File: config.mk
export PLATFORM = sky130hd
export DESIGN_NAME = uart_frame_command_responder
export DESIGN_NICKNAME = d
export VERILOG_FILES = /design/src/hw/rtl/ufcr_pkg.sv /design/src/hw/rtl/ufcr_store.sv /design/src/hw/rtl/ufcr_emit.sv /design/src/hw/rtl/uart_frame_command_responder.sv
export VERILOG_INCLUDE_DIRS = /design/src /design/src/hw/rtl
export SDC_FILE = /design/constraint.sdc
export NUM_CORES = 1
export LEC_CHECK = 0
export BUFFER_PORTS_ARGS = -buffer_cell sky130_fd_sc_hd__buf_2
export CAP_MARGIN = 25
export CORE_ASPECT_RATIO = 0.7
export CORE_MARGIN = 5
export CORE_UTILIZATION = 64
export DETAILED_ROUTE_END_ITERATION = 8
export GPL_TIMING_DRIVEN = 0
export PLACE_DENSITY_LB_ADDON = 0.15
export SLEW_MARGIN = 20
export SYNTH_ARGS = -nofsm -noshare
export SYNTH_HDL_FRONTEND = slang
export SYNTH_HIERARCHICAL = 1
export SYNTH_SLANG_ARGS = --single-unit
export TNS_END_PERCENT = 50
File: constraint.sdc
create_clock -name clk -period 7.7 [get_ports clk]
set_input_delay 0.77 -clock clk [delete_from_list [all_inputs] [get_ports clk]]
set_output_delay 0.77 -clock clk [all_outputs]
set_load 0.01 [all_outputs]
File: src/hw/rtl/uart_frame_command_responder_assert.svh
// ----------------------------------------------------------------------------
// uart_frame_command_responder_assert
// Assertion macros for the responder's RTL, included by ufcr_emit.
// ----------------------------------------------------------------------------
`ifndef UART_FRAME_COMMAND_RESPONDER_ASSERT_SVH
`define UART_FRAME_COMMAND_RESPONDER_ASSERT_SVH

// Same-cycle implication, disabled while reset is asserted.
`define UFCR_ASSERT_IMP(name, clk, rst_n, ante, cons, msg) \
	name: assert property (@(posedge clk) disable iff (!(rst_n)) (ante) |-> (cons)) \
		else $error(msg);

// Next-cycle implication, disabled while reset is asserted.
`define UFCR_ASSERT_NEXT(name, clk, rst_n, ante, cons, msg) \
	name: assert property (@(posedge clk) disable iff (!(rst_n)) (ante) |=> (cons)) \
		else $error(msg);

`endif

File: src/hw/rtl/ufcr_pkg.sv
// ----------------------------------------------------------------------------
// ufcr_pkg
// Types and constants of the frame command responder: frame layout, command
// codes, status and LED codes, and the structs passed between its modules.
// ----------------------------------------------------------------------------
package ufcr_pkg;

	localparam int FRAME_LEN = 21;
	localparam int CNT_W     = 5;

	localparam logic [CNT_W-1:0] IDX_HEAD  = 5'd0;
	localparam logic [CNT_W-1:0] IDX_CMD   = 5'd1;
	localparam logic [CNT_W-1:0] IDX_SUB   = 5'd2;
	localparam logic [CNT_W-1:0] IDX_DATA0 = 5'd3;
	localparam logic [CNT_W-1:0] IDX_DATA1 = 5'd4;
	localparam logic [CNT_W-1:0] IDX_DATA2 = 5'd5;
	localparam logic [CNT_W-1:0] IDX_DATA3 = 5'd6;
	localparam logic [CNT_W-1:0] IDX_CHK   = 5'd19;
	localparam logic [CNT_W-1:0] IDX_TAIL  = 5'd20;
	localparam logic [CNT_W-1:0] FRAME_CNT = 5'd21;

	localparam logic [7:0] HEAD_BYTE       = 8'hAF;
	localparam logic [7:0] TAIL_BYTE       = 8'hFF;
	localparam logic [7:0] CMD_OPEN        = 8'h01;
	localparam logic [7:0] CMD_HEART       = 8'h00;
	localparam logic [7:0] SUB_REQ         = 8'h00;
	localparam logic [7:0] SUB_OPEN_REPLY  = 8'h00;
	localparam logic [7:0] SUB_HEART_REPLY = 8'h01;

	localparam logic ACT_BYTE = 1'b0;
	localparam logic ACT_IDLE = 1'b1;

	typedef enum logic [1:0] {
		STATUS_OK    = 2'd0,
		STATUS_FRAME = 2'd1,
		STATUS_SUM   = 2'd2,
		STATUS_CMD   = 2'd3
	} status_t;

	typedef enum logic [1:0] {
		LED_NONE = 2'd0,
		LED_RED  = 2'd1,
		LED_BLUE = 2'd2
	} led_t;

	typedef struct packed {
		status_t status;
		logic    is_open;
	} verdict_t;

	typedef struct packed {
		status_t    status;
		logic       tx_valid;
		logic [7:0] tx_byte;
		logic       last;
		logic       unlock;
		led_t       led;
	} result_t;

endpackage

File: src/hw/rtl/ufcr_store.sv
// ----------------------------------------------------------------------------
// ufcr_store
// Holds the bytes of the current burst that the check needs, the byte count
// and a running sum of the body, and gives the verdict on the stored frame.
// ----------------------------------------------------------------------------
module ufcr_store (
	input  logic                verdict_clk_unused_guard_n, // tied high, see top
	input  logic                clk,
	input  logic                arst_n,
	input  logic                wr_en,
	input  logic [7:0]          rx_byte,
	input  logic                clr,
	output ufcr_pkg::verdict_t  verdict
);

	logic [ufcr_pkg::CNT_W-1:0] count_q;
	logic [7:0]                 head_q;
	logic [7:0]                 cmd_q;
	logic [7:0]                 sub_q;
	logic [7:0]                 chk_q;
	logic [7:0]                 tail_q;
	logic [7:0]                 sum_q;

	// Bytes beyond the 21st are dropped; the count stays at 21.
	always_ff @(posedge clk or negedge arst_n) begin
		if (!arst_n) begin
			count_q <= '0;
			head_q  <= '0;
			cmd_q   <= '0;
			sub_q   <= '0;
			chk_q   <= '0;
			tail_q  <= '0;
			sum_q   <= '0;
		end else if (clr) begin
			count_q <= '0;
			head_q  <= '0;
			cmd_q   <= '0;
			sub_q   <= '0;
			chk_q   <= '0;
			tail_q  <= '0;
			sum_q   <= '0;
		end else if (wr_en && verdict_clk_unused_guard_n
				&& (count_q < ufcr_pkg::FRAME_CNT)) begin
			count_q <= count_q + 5'd1;
			if (count_q == ufcr_pkg::IDX_HEAD) head_q <= rx_byte;
			if (count_q == ufcr_pkg::IDX_CMD)  cmd_q  <= rx_byte;
			if (count_q == ufcr_pkg::IDX_SUB)  sub_q  <= rx_byte;
			if (count_q == ufcr_pkg::IDX_CHK)  chk_q  <= rx_byte;
			if (count_q == ufcr_pkg::IDX_TAIL) tail_q <= rx_byte;
			if ((count_q >= ufcr_pkg::IDX_CMD) && (count_q < ufcr_pkg::IDX_CHK)) begin
				sum_q <= sum_q + rx_byte;
			end
		end
	end

	always_comb begin
		verdict.is_open = 1'b0;
		priority if ((head_q != ufcr_pkg::HEAD_BYTE) || (tail_q != ufcr_pkg::TAIL_BYTE)) begin
			verdict.status = ufcr_pkg::STATUS_FRAME;
		end else if (sum_q != chk_q) begin
			verdict.status = ufcr_pkg::STATUS_SUM;
		end else if ((cmd_q == ufcr_pkg::CMD_OPEN) && (sub_q == ufcr_pkg::SUB_REQ)) begin
			verdict.status  = ufcr_pkg::STATUS_OK;
			verdict.is_open = 1'b1;
		end else if ((cmd_q == ufcr_pkg::CMD_HEART) && (sub_q == ufcr_pkg::SUB_REQ)) begin
			verdict.status = ufcr_pkg::STATUS_OK;
		end else begin
			verdict.status = ufcr_pkg::STATUS_CMD;
		end
	end

endmodule

File: src/hw/rtl/ufcr_emit.sv
// ----------------------------------------------------------------------------
// ufcr_emit
// Reply sequencer: takes a verdict with the time and battery level, and sends
// either a single status item or the 21 bytes of the reply frame.
// ----------------------------------------------------------------------------
module ufcr_emit (
	input  logic               clk,
	input  logic               arst_n,
	input  logic               load,
	input  ufcr_pkg::verdict_t verdict,
	input  logic [31:0]        time_ms,
	input  logic [7:0]         batt_level,
	input  logic               out_ready,
	output logic               out_valid,
	output ufcr_pkg::result_t  result,
	output logic               free
);

	`include "uart_frame_command_responder_assert.svh"

	logic                       busy_q;
	logic [ufcr_pkg::CNT_W-1:0] idx_q;
	ufcr_pkg::status_t          status_q;
	logic                       open_q;
	logic [31:0]                time_q;
	logic [7:0]                 batt_q;
	logic [7:0]                 rsum_q;
	logic [7:0]                 rsum_d;
	logic                       ok;
	logic                       done;

	// Sum of reply bytes 1..18; only the command, subcommand and data bytes
	// can be non-zero.
	always_comb begin
		if (verdict.is_open) begin
			rsum_d = ufcr_pkg::CMD_OPEN + ufcr_pkg::SUB_OPEN_REPLY + time_ms[7:0]
				+ time_ms[15:8] + time_ms[23:16] + time_ms[31:24];
		end else begin
			rsum_d = ufcr_pkg::CMD_HEART + ufcr_pkg::SUB_HEART_REPLY + batt_level;
		end
	end

	assign ok   = (status_q == ufcr_pkg::STATUS_OK);
	assign done = busy_q && out_ready && result.last;
	assign free = !busy_q || done;

	always_ff @(posedge clk or negedge arst_n) begin
		if (!arst_n) begin
			busy_q <= 1'b0;
			idx_q  <= '0;
		end else if (load) begin
			busy_q <= 1'b1;
			idx_q  <= '0;
		end else if (done) begin
			busy_q <= 1'b0;
		end else if (busy_q && out_ready) begin
			idx_q <= idx_q + 5'd1;
		end
	end

	always_ff @(posedge clk) begin
		if (load) begin
			status_q <= verdict.status;
			open_q   <= verdict.is_open;
			time_q   <= time_ms;
			batt_q   <= batt_level;
			rsum_q   <= rsum_d;
		end
	end

	always_comb begin
		result.status   = status_q;
		result.tx_valid = ok;
		result.last     = !ok || (idx_q == ufcr_pkg::IDX_TAIL);
		result.unlock   = ok && (idx_q == ufcr_pkg::IDX_HEAD) && open_q;
		result.led      = ufcr_pkg::LED_NONE;
		if (ok && (idx_q == ufcr_pkg::IDX_HEAD)) begin
			result.led = open_q ? ufcr_pkg::LED_BLUE : ufcr_pkg::LED_RED;
		end
		unique case (idx_q)
			ufcr_pkg::IDX_HEAD:  result.tx_byte = ufcr_pkg::HEAD_BYTE;
			ufcr_pkg::IDX_CMD:   result.tx_byte = open_q ? ufcr_pkg::CMD_OPEN
				: ufcr_pkg::CMD_HEART;
			ufcr_pkg::IDX_SUB:   result.tx_byte = open_q ? ufcr_pkg::SUB_OPEN_REPLY
				: ufcr_pkg::SUB_HEART_REPLY;
			ufcr_pkg::IDX_DATA0: result.tx_byte = open_q ? time_q[7:0] : batt_q;
			ufcr_pkg::IDX_DATA1: result.tx_byte = open_q ? time_q[15:8] : 8'h00;
			ufcr_pkg::IDX_DATA2: result.tx_byte = open_q ? time_q[23:16] : 8'h00;
			ufcr_pkg::IDX_DATA3: result.tx_byte = open_q ? time_q[31:24] : 8'h00;
			ufcr_pkg::IDX_CHK:   result.tx_byte = rsum_q;
			ufcr_pkg::IDX_TAIL:  result.tx_byte = ufcr_pkg::TAIL_BYTE;
			default:             result.tx_byte = 8'h00;
		endcase
		if (!ok) begin
			result.tx_byte = 8'h00;
		end
	end

	assign out_valid = busy_q;

	`UFCR_ASSERT_IMP(a_idx_range, clk, arst_n, busy_q, idx_q <= ufcr_pkg::IDX_TAIL,
		"reply index ran past the tail byte")
	`UFCR_ASSERT_IMP(a_load_free, clk, arst_n, load, free,
		"reply loaded while an earlier one was still going out")
	`UFCR_ASSERT_IMP(a_error_single, clk, arst_n, busy_q && !ok, result.last && idx_q == '0,
		"error status item is not a single last item")
	`UFCR_ASSERT_NEXT(a_stall_hold, clk, arst_n, busy_q && !out_ready && !load,
		busy_q && $stable(idx_q), "reply position moved during a stall")

endmodule

File: src/hw/rtl/uart_frame_command_responder.sv
// ----------------------------------------------------------------------------
// uart_frame_command_responder
// Collects received bytes into a frame, checks it on a line-idle item and
// answers open-door and heartbeat commands with a 21-byte reply frame.
//
// Channel  Dir  tdata                                      tuser     tlast
// s_       in   rx_byte[7:0] time_ms[39:8] battery[47:40]  action    -
// m_       out  status[1:0] tx_byte[9:2] unlock[10]        tx_valid  last
//              led_request[12:11], zero [15:13]
//
// A received-byte item passes the input register and yields no result.
// An idle item is judged in the input register and, in the cycle after, its single
// status item or its 21 reply items follow at one per cycle while m_tready is high. It waits there while
// an earlier reply is still going out, and items behind it wait too.
// Reset clears the byte count, the stored frame bytes and the sequencer.
// A stall on the output holds the current result in place.
// ----------------------------------------------------------------------------
module uart_frame_command_responder (
	input  logic        clk,
	input  logic        arst_n,
	input  logic        s_tvalid,
	output logic        s_tready,
	input  logic [47:0] s_tdata,  // rx_byte, time_ms, batt_level
	input  logic        s_tuser,  // action
	output logic        m_tvalid,
	input  logic        m_tready,
	output logic [15:0] m_tdata,  // status, tx_byte, unlock_pulse, led_request, zero
	output logic        m_tuser,  // tx_valid
	output logic        m_tlast   // last
);

	logic               valid_s1;
	logic               action_s1;
	logic [7:0]         rx_byte_s1;
	logic [31:0]        time_s1;
	logic [7:0]         batt_s1;
	logic               advance;
	logic               load;
	logic               emit_free;
	ufcr_pkg::verdict_t verdict;
	ufcr_pkg::result_t  result;

	assign load     = valid_s1 && (action_s1 == ufcr_pkg::ACT_IDLE) && emit_free;
	assign advance  = load || (valid_s1 && (action_s1 == ufcr_pkg::ACT_BYTE));
	assign s_tready = !valid_s1 || advance;

	always_ff @(posedge clk or negedge arst_n) begin
		if (!arst_n) begin
			valid_s1 <= 1'b0;
		end else if (s_tready) begin
			valid_s1 <= s_tvalid;
		end
	end

	always_ff @(posedge clk) begin
		if (s_tready && s_tvalid) begin
			action_s1  <= s_tuser;
			rx_byte_s1 <= s_tdata[7:0];
			time_s1    <= s_tdata[39:8];
			batt_s1    <= s_tdata[47:40];
		end
	end

	ufcr_store u_store (
		.verdict_clk_unused_guard_n (1'b1),
		.clk                        (clk),
		.arst_n                     (arst_n),
		.wr_en                      (valid_s1 && (action_s1 == ufcr_pkg::ACT_BYTE)),
		.rx_byte                    (rx_byte_s1),
		.clr                        (load),
		.verdict                    (verdict)
	);

	ufcr_emit u_emit (
		.clk        (clk),
		.arst_n     (arst_n),
		.load       (load),
		.verdict    (verdict),
		.time_ms    (time_s1),
		.batt_level (batt_s1),
		.out_ready  (m_tready),
		.out_valid  (m_tvalid),
		.result     (result),
		.free       (emit_free)
	);

	assign m_tdata = {3'b000, result.led, result.unlock, result.tx_byte, result.status};
	assign m_tuser = result.tx_valid;
	assign m_tlast = result.last;

endmodule
## Yosys cells after proc, flatten, opt, wreduce, memory -nomap -nowiden

Cells that the tools add are included.

| word-level totals | value |
|---|---|
| register bits after elaboration | 160 |
| input bits | 53 |
| output and inout port bits | 20 |
| word-level logic and storage cells | 131 |

| cells by class | value |
|---|---|
| add/subtract/negate cells | 8 |
| magnitude comparators | 3 |
| eq/ne operators | 17 |
| muxes and demuxes | 42 |
| bitwise operators | 1 |
| reductions and logical operators | 41 |

Operators by type and width:

| kind | count |
|---|---|
| 2-to-1 mux 8 bit | 24 |
| case mux 8 bit (9 select lines) | 1 |
| adder 8 bit | 4 |
| 2-to-1 mux 5 bit | 5 |
| equality test 5 bit, second input constant | 4 |
| nonzero test 2 bit | 9 |
| adder 1 x 8 -> 8 bit, first input constant | 2 |
| logical NOT 8 bit | 2 |
| != test 8 bit, second input constant | 2 |
| equality test 5 x 2 -> 1 bit, second input constant | 3 |
| equality test 5 x 3 -> 1 bit, second input constant | 3 |
| AND reduction 2 bit | 7 |
| logical AND 1 bit | 12 |
| adder 5 x 1 -> 5 bit, second input constant | 2 |
| equality test 5 x 1 -> 1 bit, second input constant | 2 |
| logical NOT 5 bit | 2 |
| less-than comparator 5 bit, second input constant | 2 |
| 2-to-1 mux 2 bit | 5 |
| equality test 8 x 1 -> 1 bit, second input constant | 1 |
| != test 8 bit | 1 |
| 2-to-1 mux 1 bit | 7 |
| >= comparator 5 x 1 -> 1 bit, second input constant | 1 |
| logical OR 1 bit | 5 |
| logical NOT 1 bit | 3 |
| other kinds (3) | 3 |

## Longest topological paths before layout

Gate-level depths: netlist of the first run.

| depth | value |
|---|---|
| depth after elaboration | 9 |
| depth in mapped cells | 11 |
| mapped depth without buffers | 11 |

## Hierarchy

Netlist of the first run, hierarchy kept.

Modules (own cells, without submodules):

| module | instances | cells an instance | area each (µm²) | sequential area each (µm²) |
|---|---|---|---|---|
| ufcr_emit | 1 | 300 | 3316.9 | 1681.6 |
| ufcr_store | 1 | 297 | 2790.2 | 1326.3 |
| uart_frame_command_responder | 1 | 60 | 1577.8 | 1496.4 |

## Least setup slack after synthesis of the first run

Ideal clock, no wire load.

| path | value |
|---|---|
| path kind | register to register |
| start | register time_s1[9] |
| end | register u_emit.rsum_q[7], data pin |
| setup time | 0.270 ns |
| arrival time | 2.757 ns |
| required time | 7.430 ns |
| setup slack | 4.673 ns |
| stages on the path, launching flop included | 12 |
| path buffers | 0 |
| period minus slack after synthesis | 3.027 ns |
| cell sequence | edfxtp_1 -> inv_1 -> fa_1 -> fa_1 -> inv_1 -> ha_1 -> fa_1 -> a211oi_1 -> o21bai_1 -> a21oi_1 -> xnor2_1 -> a21oi_1 |

| on the way | value |
|---|---|
| cells in the longest elaborated chain, start to end | 4 |

Ends and longest elaborated chain:

| item | line | text |
|---|---|---|
| start, declared | uart_frame_command_responder.sv:35 | `logic [31:0] time_s1;` |
| start signal, assigned | uart_frame_command_responder.sv:59 | `time_s1 <= s_tdata[39:8];` |
| adder 8 bit (3 in series) | ufcr_emit.sv:37 | `+ time_ms[15:8] + time_ms[23:16] + time_ms[31:24];` |
| 2-to-1 mux 8 bit | ufcr_emit.sv:35 | `if (verdict.is_open) begin` |
| via u_emit.rsum_d[7] | ufcr_emit.sv:28 | `logic [7:0] rsum_d;` |
| end signal, assigned | ufcr_emit.sv:67 | `rsum_q <= rsum_d;` |
| end, declared | ufcr_emit.sv:27 | `logic [7:0] rsum_q;` |

The timed path passes the listed nets, and every way through them passes these cells.
A chain may end at the register's enable or synchronous reset.

## Worst setup path in the final report of the first run

| path | value |
|---|---|
| start | register u_emit/idx_q[0] (netlist name) |
| end | output port m_tdata[6] |

| on the way | value |
|---|---|
| cells in the longest elaborated chain, start to end | 3 |
| elaborated cells between the ends (all ways) | 11 |
| classes of those cells | eq/ne (8); mux (2); reduce/logical (1) |

Ends and longest elaborated chain:

| item | line | text |
|---|---|---|
| start, declared | ufcr_emit.sv:22 | `logic [ufcr_pkg::CNT_W-1:0] idx_q;` |
| start signal, assigned | ufcr_emit.sv:57 | `idx_q <= idx_q + 5'd1;` |
| equality test 5 bit (tied with other cells) | ufcr_emit.sv:80 | `unique case (idx_q)` |
| case mux 8 bit (9 select lines) * | ufcr_emit.sv:80 |  |
| 2-to-1 mux 8 bit * | ufcr_emit.sv:94 | `if (!ok) begin` |
| end, declared | uart_frame_command_responder.sv:27 | `output logic [15:0] m_tdata,` |

Every way passes the cells marked *; elsewhere a longest branch is shown, timed or not.

==> impl_metrics.py, run 1 <==
metrics = {
    "status": {
        "status": "completed",
    },
    "timing": {
        "worst_slew_pin_slew_ps": 832,
        "finalSetupTns_ps": 0,
        "fin_ws_ps": 4260,
        "post-route-period-util_pct": 44.6,
        "timing.slew.headroom_pct": 44.0,
        "max_freq_mhz": 291,
        "rsz0062_at_grt": "no",
        "hold_viol": 0,
        "finalMaxSlewViolations": 0,
        "fin_crit_ps": 3440,
        "setup_viol": 0,
        "skew_ps": 9.80,
    },
    "critical_path": {
        "critPathRequiredTime_ps": 6930,
        "slowest_stage": "a222oi_1",
        "crit_buf_inv": 3,
        "crit_start": "u_emit/idx_q[0]",
        "critPathTopFamily": "compound AO/OA/AOI/OAI gates",
        "cp-end-kind": "output pin",
        "critPathLaunchType": "register",
        "cp.arrival_ps": 2670,
        "timing.rr.start": "u_emit/idx_q[0]",
        "crit_path_max_incr_delay_ps": 610,
        "crit_fanout": 10,
        "regToRegEndpoint": "u_store/count_q[0]",
        "path_cells": "inv_1, ha_1, buf_2, a222oi_1, o22ai_1, nor2_1, nor2_1, buf_2",
        "worst-r2r-setup-slack_ps": 4270,
        "worstRegToRegCells": 10,
        "path_class": "reg -> out",
    },
    "yosys": {
        "synth-edff-count": 100,
        "ys_seq_area_share_pct": 58.6,
        "ys.flop_type": "edfxtp_1",
        "syn-cell-area_sq_um": 7680,
        "synth_cells": 657,
        "ys_warn_count": 6,
        "synth-seq-cells": 160,
        "yosysUniqueCellTypes": 57,
        "synth-async-reset-ratio_pct": 37.5,
        "avgSynthCellArea_sq_um": 11.7,
    },
    "clocking": {
        "clockBufferDepth": 2,
        "post_cts_buffers": 0,
        "root_buffer": "clkbuf_16",
        "cts-hold-fix-buffers": 0,
        "clock_latency_ps": 420,
        "cts_made_buffers": 17,
        "clkTransAtPathRegs_ps": 60,
        "cts_tree": "built",
        "clock-sinks": 160,
        "ctsHtreeMaxLevel": 4,
        "cts_resized": 0,
    },
    "placement": {
        "dp_slack_ps": 4350,
        "io_buffers": 69,
        "dp.cells": 887,
        "globalplace.congestion": 0.872,
        "dp_hpwl_um": 12100,
    },
    "power": {
        "p_sw_share_pct": 27.2,
        "peakVddDrop_mv": 0.201,
        "p_int_mw": 1.61,
        "switching_power_mw": 0.602,
        "p_comb_share_pct": 15.2,
        "cellLeakagePower_nw": 3.91,
        "p_per_area_nw_per_um2": 250,
        "clockPowerShare_pct": 38.6,
        "seq_power_share_pct": 46.1,
    },
    "routing": {
        "drc_errors": 0,
        "viasPerCell": 5.98,
        "antenna_left": 0,
        "post_drt_wl_per_cell_um": 19.2,
        "drt-initial-drc-count": 608,
        "wl_um": 17600,
        "num_vias": 5498,
        "dr.pass1.iters": 7,
    },
    "cells_and_area": {
        "syn_to_final_growth_pct": 15.2,
        "layout_common_cells": "edfxtp_1, buf_2, nand2_1, dfrtp_1, nor2_1",
        "insertedDiodeCount": 0,
        "fin_nets": 840,
        "instances_no_fill": 919,
        "drive_above_1_share_pct": 16.7,
        "final_common_cell": "edfxtp_1",
    },
    "global_routing": {
        "grt_use_total_pct": 25.8,
        "grt_pass1_vias": 5375,
        "grt.overflow.total": 0,
        "grt_pass1_wl_um": 28000,
        "antenna_found_initial": 0,
        "grt_max_degree": 61,
    },
    "min_path": {
        "min_path_type": "in -> async",
    },
    "floorplan": {
        "core_area_sq_um": 11700,
        "io-pin-count": 73,
        "die_h_um": 102,
        "dieArea_sq_um": 14300,
        "die_width_um": 141,
        "rows": 33,
        "initial_core_util_pct": 65.5,
    },
    "job": {
        "drv_cap": 0,
    },
}
==> stage by stage <==
stage	cell area [sq um]	power, mW	util, %	hold slack [ps]
3_3_place_gp	8240	1.34	70.3	436
3_5_place_dp	8250	1.36	70.3	436
4_1_cts	8850	2.22	75.5	445
2_1_floorplan	7700	1.26	-	426
5_1_grt	8850	2.31	75.5	467
6_report	8850	2.21	75.5	418
==> state kept, by name (all words and copies together), names as in the netlist, 5 cells and up <==
| name | flops |
|---|---|
| time_s1 | 32 |
| u_emit/time_q | 32 |
| batt_s1 | 8 |
| rx_byte_s1 | 8 |
| u_emit/batt_q | 8 |
| u_emit/rsum_q | 8 |
| u_store/chk_q | 8 |
| u_store/cmd_q | 8 |
| u_store/head_q | 8 |
| u_store/sub_q | 8 |
| u_store/sum_q | 8 |
| u_store/tail_q | 8 |
| u_emit/idx_q | 5 |
| u_store/count_q | 5 |
==> how the worst max path moves through the flow <==
stage,end,cells past startpoint,slack (ps)
after floorplan,u_emit/rsum_q[7],11,4670
after global placement,u_store/tail_q[6],10,4180
after detailed placement,u_store/chk_q[5],10,4350
after CTS,m_tdata[3],8,4310
after global routing,u_store/count_q[0],10,4060
final,m_tdata[6],8,4260
==> synthesized netlist by cell type (3+ instances only) <==
cell type | n | share of area (%)
edfxtp_1 | 100 | 39
and3_1 | 7 | 0.57
dfrtp_1 | 60 | 20
buf_4 | 6 | 0.59
fa_1 | 15 | 3.9
nor2b_1 | 4 | 0.33
o21bai_1 | 8 | 0.78
xor2_1 | 11 | 1.3
nor4_1 | 8 | 0.65
buf_2 | 10 | 0.65
clkbuf_1 | 15 | 0.73
xnor2_1 | 20 | 2.3
nand4_1 | 5 | 0.41
mux2i_1 | 23 | 3.0
o22ai_1 | 4 | 0.33
a211oi_1 | 6 | 0.59
o21ai_1 | 7 | 0.46
nand2b_1 | 3 | 0.24
a21oi_1 | 56 | 3.6
nand2_1 | 60 | 2.9
nor2_1 | 58 | 2.8
nand3_1 | 33 | 2.1
a222oi_1 | 8 | 1.0
inv_1 | 46 | 2.2
o21ai_0 | 8 | 0.52
nor3_1 | 11 | 0.72
a21o_1 | 5 | 0.49
ha_1 | 23 | 3.7
==> power groups by stage <==
stage / sequential [mW] / clock [mW] / combinational [mW]
floorplan: 1.02 / 0 / 0.235
finish: 1.02 / 0.856 / 0.337
global placement: 1.03 / 0 / 0.310
CTS: 1.02 / 0.865 / 0.332
detailed placement: 1.04 / 0 / 0.325
global route: 1.03 / 0.907 / 0.374
==> area by class of cell <==
cell class,count,area [sq um]
Clock buffer,21,493
Sequential cell,160,4500
Multi-Input combinational cell,421,2850
Clock inverter,11,111
Tap cell,157,196
Timing Repair Buffer,69,348
Inverter,47,176
Fill cell,770,2870
Buffer,33,174
==> worst register-to-register path: stages (launching register included) <==
cell	delay (ps)
dfrtp_1	430
inv_1	100
ha_1	380
nand3_1	170
o21ai_1	190
nand2_1	80
nand2_1	120
and3_4	700
clkbuf_1	440
clkbuf_1	510
nor2_1	150
==> logic make-up after synthesis <==
| family | share of synthesized area [%] |
|---|---|
| buf+inv | 4.56 |
| compound gates | 9.18 |
| other cells | 0.0977 |
| simple gates | 13.1 |
| flops | 58.6 |
| mux | 3.29 |
| xor+xnor | 3.53 |
| fa+ha+maj | 7.65 |
==> routing by layer <==
| metal | share of wire [%] | vias up | wire (um) | track usage (%) |
|---|---|---|---|---|
| li1 | - | 2500 | - | - |
| met1 | 45 | 2661 | 7850 | 38.3 |
| met2 | 43 | 307 | 7610 | 37.1 |
| met3 | 11 | 30 | 1910 | 8.26 |
| met4 | 1.3 | 0 | 225 | 7.22 |
| met5 | 0 | - | 0 | 0 |
Power figures use the tool's default switching activity.
==> inputs of run 2 (changes only) <==
Settings changed: CORE_UTILIZATION 64 to 54.
Clock period 7.7 ns to 3.1 ns, I/O delays scaled along.
==> run 2 against run 1 <==
  * The flow now finishes with violations (negative setup slack)
  * Final area up 1.3%
  * Utilization down 11 points
  * Power up 150%
  * Sequential power up 150%
  * Worst setup slack worse by 4300 ps
  * First-iteration DRC count down 17%
  * Routed wire length up 1.5%
  * Critical path depth up 3
  * Clock-buffer cell count down 2
  * Global-route usage down 3.6 points
  * Via count down 1.4%
  * Critical path type is now reg -> reg
  * Largest cell class unchanged
==> impl_metrics.py, run 2 (synthesis gave the netlist of run 1 again) <==
metrics = {
    "global_routing": {
        "grt_pass1_wl_um": 28500,
        "grt.overflow.total": 0,
        "grt_max_degree": 61,
        "antenna_found_initial": 0,
        "grt_pass1_vias": 5274,
        "grt_use_total_pct": 22.2,
    },
    "placement": {
        "io_buffers": 69,
        "dp_hpwl_um": 12300,
        "dp.cells": 920,
        "dp_slack_ps": -276,
        "globalplace.congestion": 0.869,
        "postPlaceCellArea_sq_um": 8290,
    },
    "critical_path": {
        "critPathRequiredTime_ps": 3260,
        "cp.arrival_ps": 3280,
        "crit_fanout": 3,
        "cp-end-kind": "register",
        "path_class": "reg -> reg",
        "critPathLaunchType": "register",
    },
    "cells_and_area": {
        "final_common_cell": "edfxtp_1",
        "fill_cells": 1079,
        "fin_nets": 847,
        "drive_above_1_share_pct": 19.0,
        "instances_no_fill": 959,
        "syn_to_final_growth_pct": 16.7,
        "insertedDiodeCount": 0,
        "reg_top3": "time_s1 (32), u_emit/time_q (32)",
        "fin_area_sq_um": 8970,
        "layout_common_cells": "edfxtp_1, buf_2, nand2_1, dfrtp_1, nor2_1",
    },
    "min_path": {
        "min_path_type": "in -> reg",
    },
    "floorplan": {
        "core_area_sq_um": 13900,
        "dieArea_sq_um": 16800,
        "initial_core_util_pct": 55.2,
        "die_width_um": 153,
        "rows": 36,
        "die_h_um": 110,
        "io-pin-count": 73,
    },
    "routing": {
        "viasPerCell": 5.65,
        "antenna_left": 0,
        "drc_errors": 0,
        "post_drt_wl_per_cell_um": 18.6,
        "dr.pass1.iters": 7,
        "num_vias": 5421,
        "drt-initial-drc-count": 507,
        "wl_um": 17900,
    },
    "power": {
        "p_sw_share_pct": 27.3,
        "switching_power_mw": 1.50,
        "p_per_area_nw_per_um2": 612,
        "p_int_mw": 3.99,
        "peakVddDrop_mv": 0.446,
        "cellLeakagePower_nw": 3.94,
        "p_comb_share_pct": 15.8,
        "seq_power_share_pct": 46.3,
        "clockPowerShare_pct": 37.9,
    },
    "timing": {
        "worst_hold_slack_ps": 52.7,
        "fin_ws_ps": -20.3,
        "fin_crit_ps": 3120,
        "max_freq_mhz": 320,
        "skew_ps": 14.2,
        "worst_slew_pin_slew_ps": 808,
        "timing.slew.headroom_pct": 46.1,
        "setup_viol": 1,
        "rsz0062_at_grt": "yes",
        "hold_viol": 0,
        "post-route-period-util_pct": 101,
        "finalMaxSlewViolations": 0,
    },
    "clocking": {
        "ctsHtreeMaxLevel": 4,
        "cts_made_buffers": 17,
        "clkTransAtPathRegs_ps": 70,
        "clockBufferDepth": 2,
        "root_buffer": "clkbuf_16",
        "cts_tree": "built",
        "clock_latency_ps": 430,
        "clock-sinks": 160,
    },
    "job": {
        "drv_cap": 0,
    },
    "status": {
        "violations": "negative setup slack",
        "status": "complete, but fails checks",
    },
}
run 2: cell types whose count changed in the layout (fill, tap and decap cells not counted), sizes merged:
cell         before  now
clkinv            1    4
buf              87   94
clkbuf           36   32
bufinv            1    2
and3              8    9
inv              55   52
clkinvlp          1    2
dlygate4sd3       0    1
run 2: per-layer routing:
layer / track usage [%] / vias up / part of all wire [%]
li1: - / 2528 / -
met1: 34.3 / 2649 / 48
met2: 31.4 / 221 / 43
met3: 4.48 / 23 / 8.0
met4: 7.44 / 0 / 1.2
met5: 0 / - / 0
run 2: power by group through the flow:
| stage | logic [mW] | clock network, mW | registers [mW] |
|---|---|---|---|
| floorplan | 0.583 | 0 | 2.54 |
| global placement | 0.774 | 0 | 2.57 |
| detailed placement | 0.808 | 0 | 2.58 |
| CTS | 0.838 | 2.13 | 2.54 |
| global route | 0.963 | 2.21 | 2.56 |
| finish | 0.869 | 2.08 | 2.54 |
run 2: stage by stage:
| stage | TNS, ps | total power, mW | util (%) |
|---|---|---|---|
| after global routing | -131 | 5.73 | 64.4 |
| final | -20.3 | 5.49 | 64.4 |
| after CTS | 0 | 5.50 | 64.1 |
| after detailed placement | -9530 | 3.39 | 59.6 |
| after floorplan | 0 | 3.12 | - |
| after global placement | -22980 | 3.35 | 59.5 |
run 2: final timing paths:
path / from / slack, ps / endpoint / cells after the start
worst max-delay path: time_s1[1] / -20 / u_emit/rsum_q[7] / 11
worst min-delay path: s_tdata[12] / 50 / time_s1[4] / 1
worst max register to register: time_s1[1] / -20 / u_emit/rsum_q[7] / 11
worst min register to register: time_s1[26] / 450 / u_emit/time_q[26] / 0
max in group asynchronous: arst_n / 2040 / u_emit/idx_q[0] / 2
min in group asynchronous: arst_n / 510 / u_store/sum_q[4] / 2
run 2: repair_timing:
item | in CTS | in global routing
setup buffers | 0 | 7
hold buffers | 1 | 0
pin swaps | 2 | 12
hold endpoints to repair | 27 | 0
gates cloned | 1 | 0
setup endpoints to repair | 53 | 57
resized for setup | 8 | 4
run 2: worst max-delay path, cell delays in order (launching register included):
cell      delay, ps
edfxtp_1        420
inv_2            80
fa_1            440
fa_1            500
inv_1            50
ha_2            190
fa_2            390
a211oi_2        280
o21bai_1        120
a21oi_2         180
xnor2_1         140
a21oi_1          80
run 2: final cells by class:
cell class                 count  area, sq um  area share [%]
multi-input combinational    422         2880            32.1
sequential                   160         4500            50.2
clock inverter                13          153            1.70
timing repair buffer          77          410            4.58
clock buffer                  19          433            4.83
tap                          190          238            2.65
inverter                      47          176            1.97
buffer                        31          171            1.91
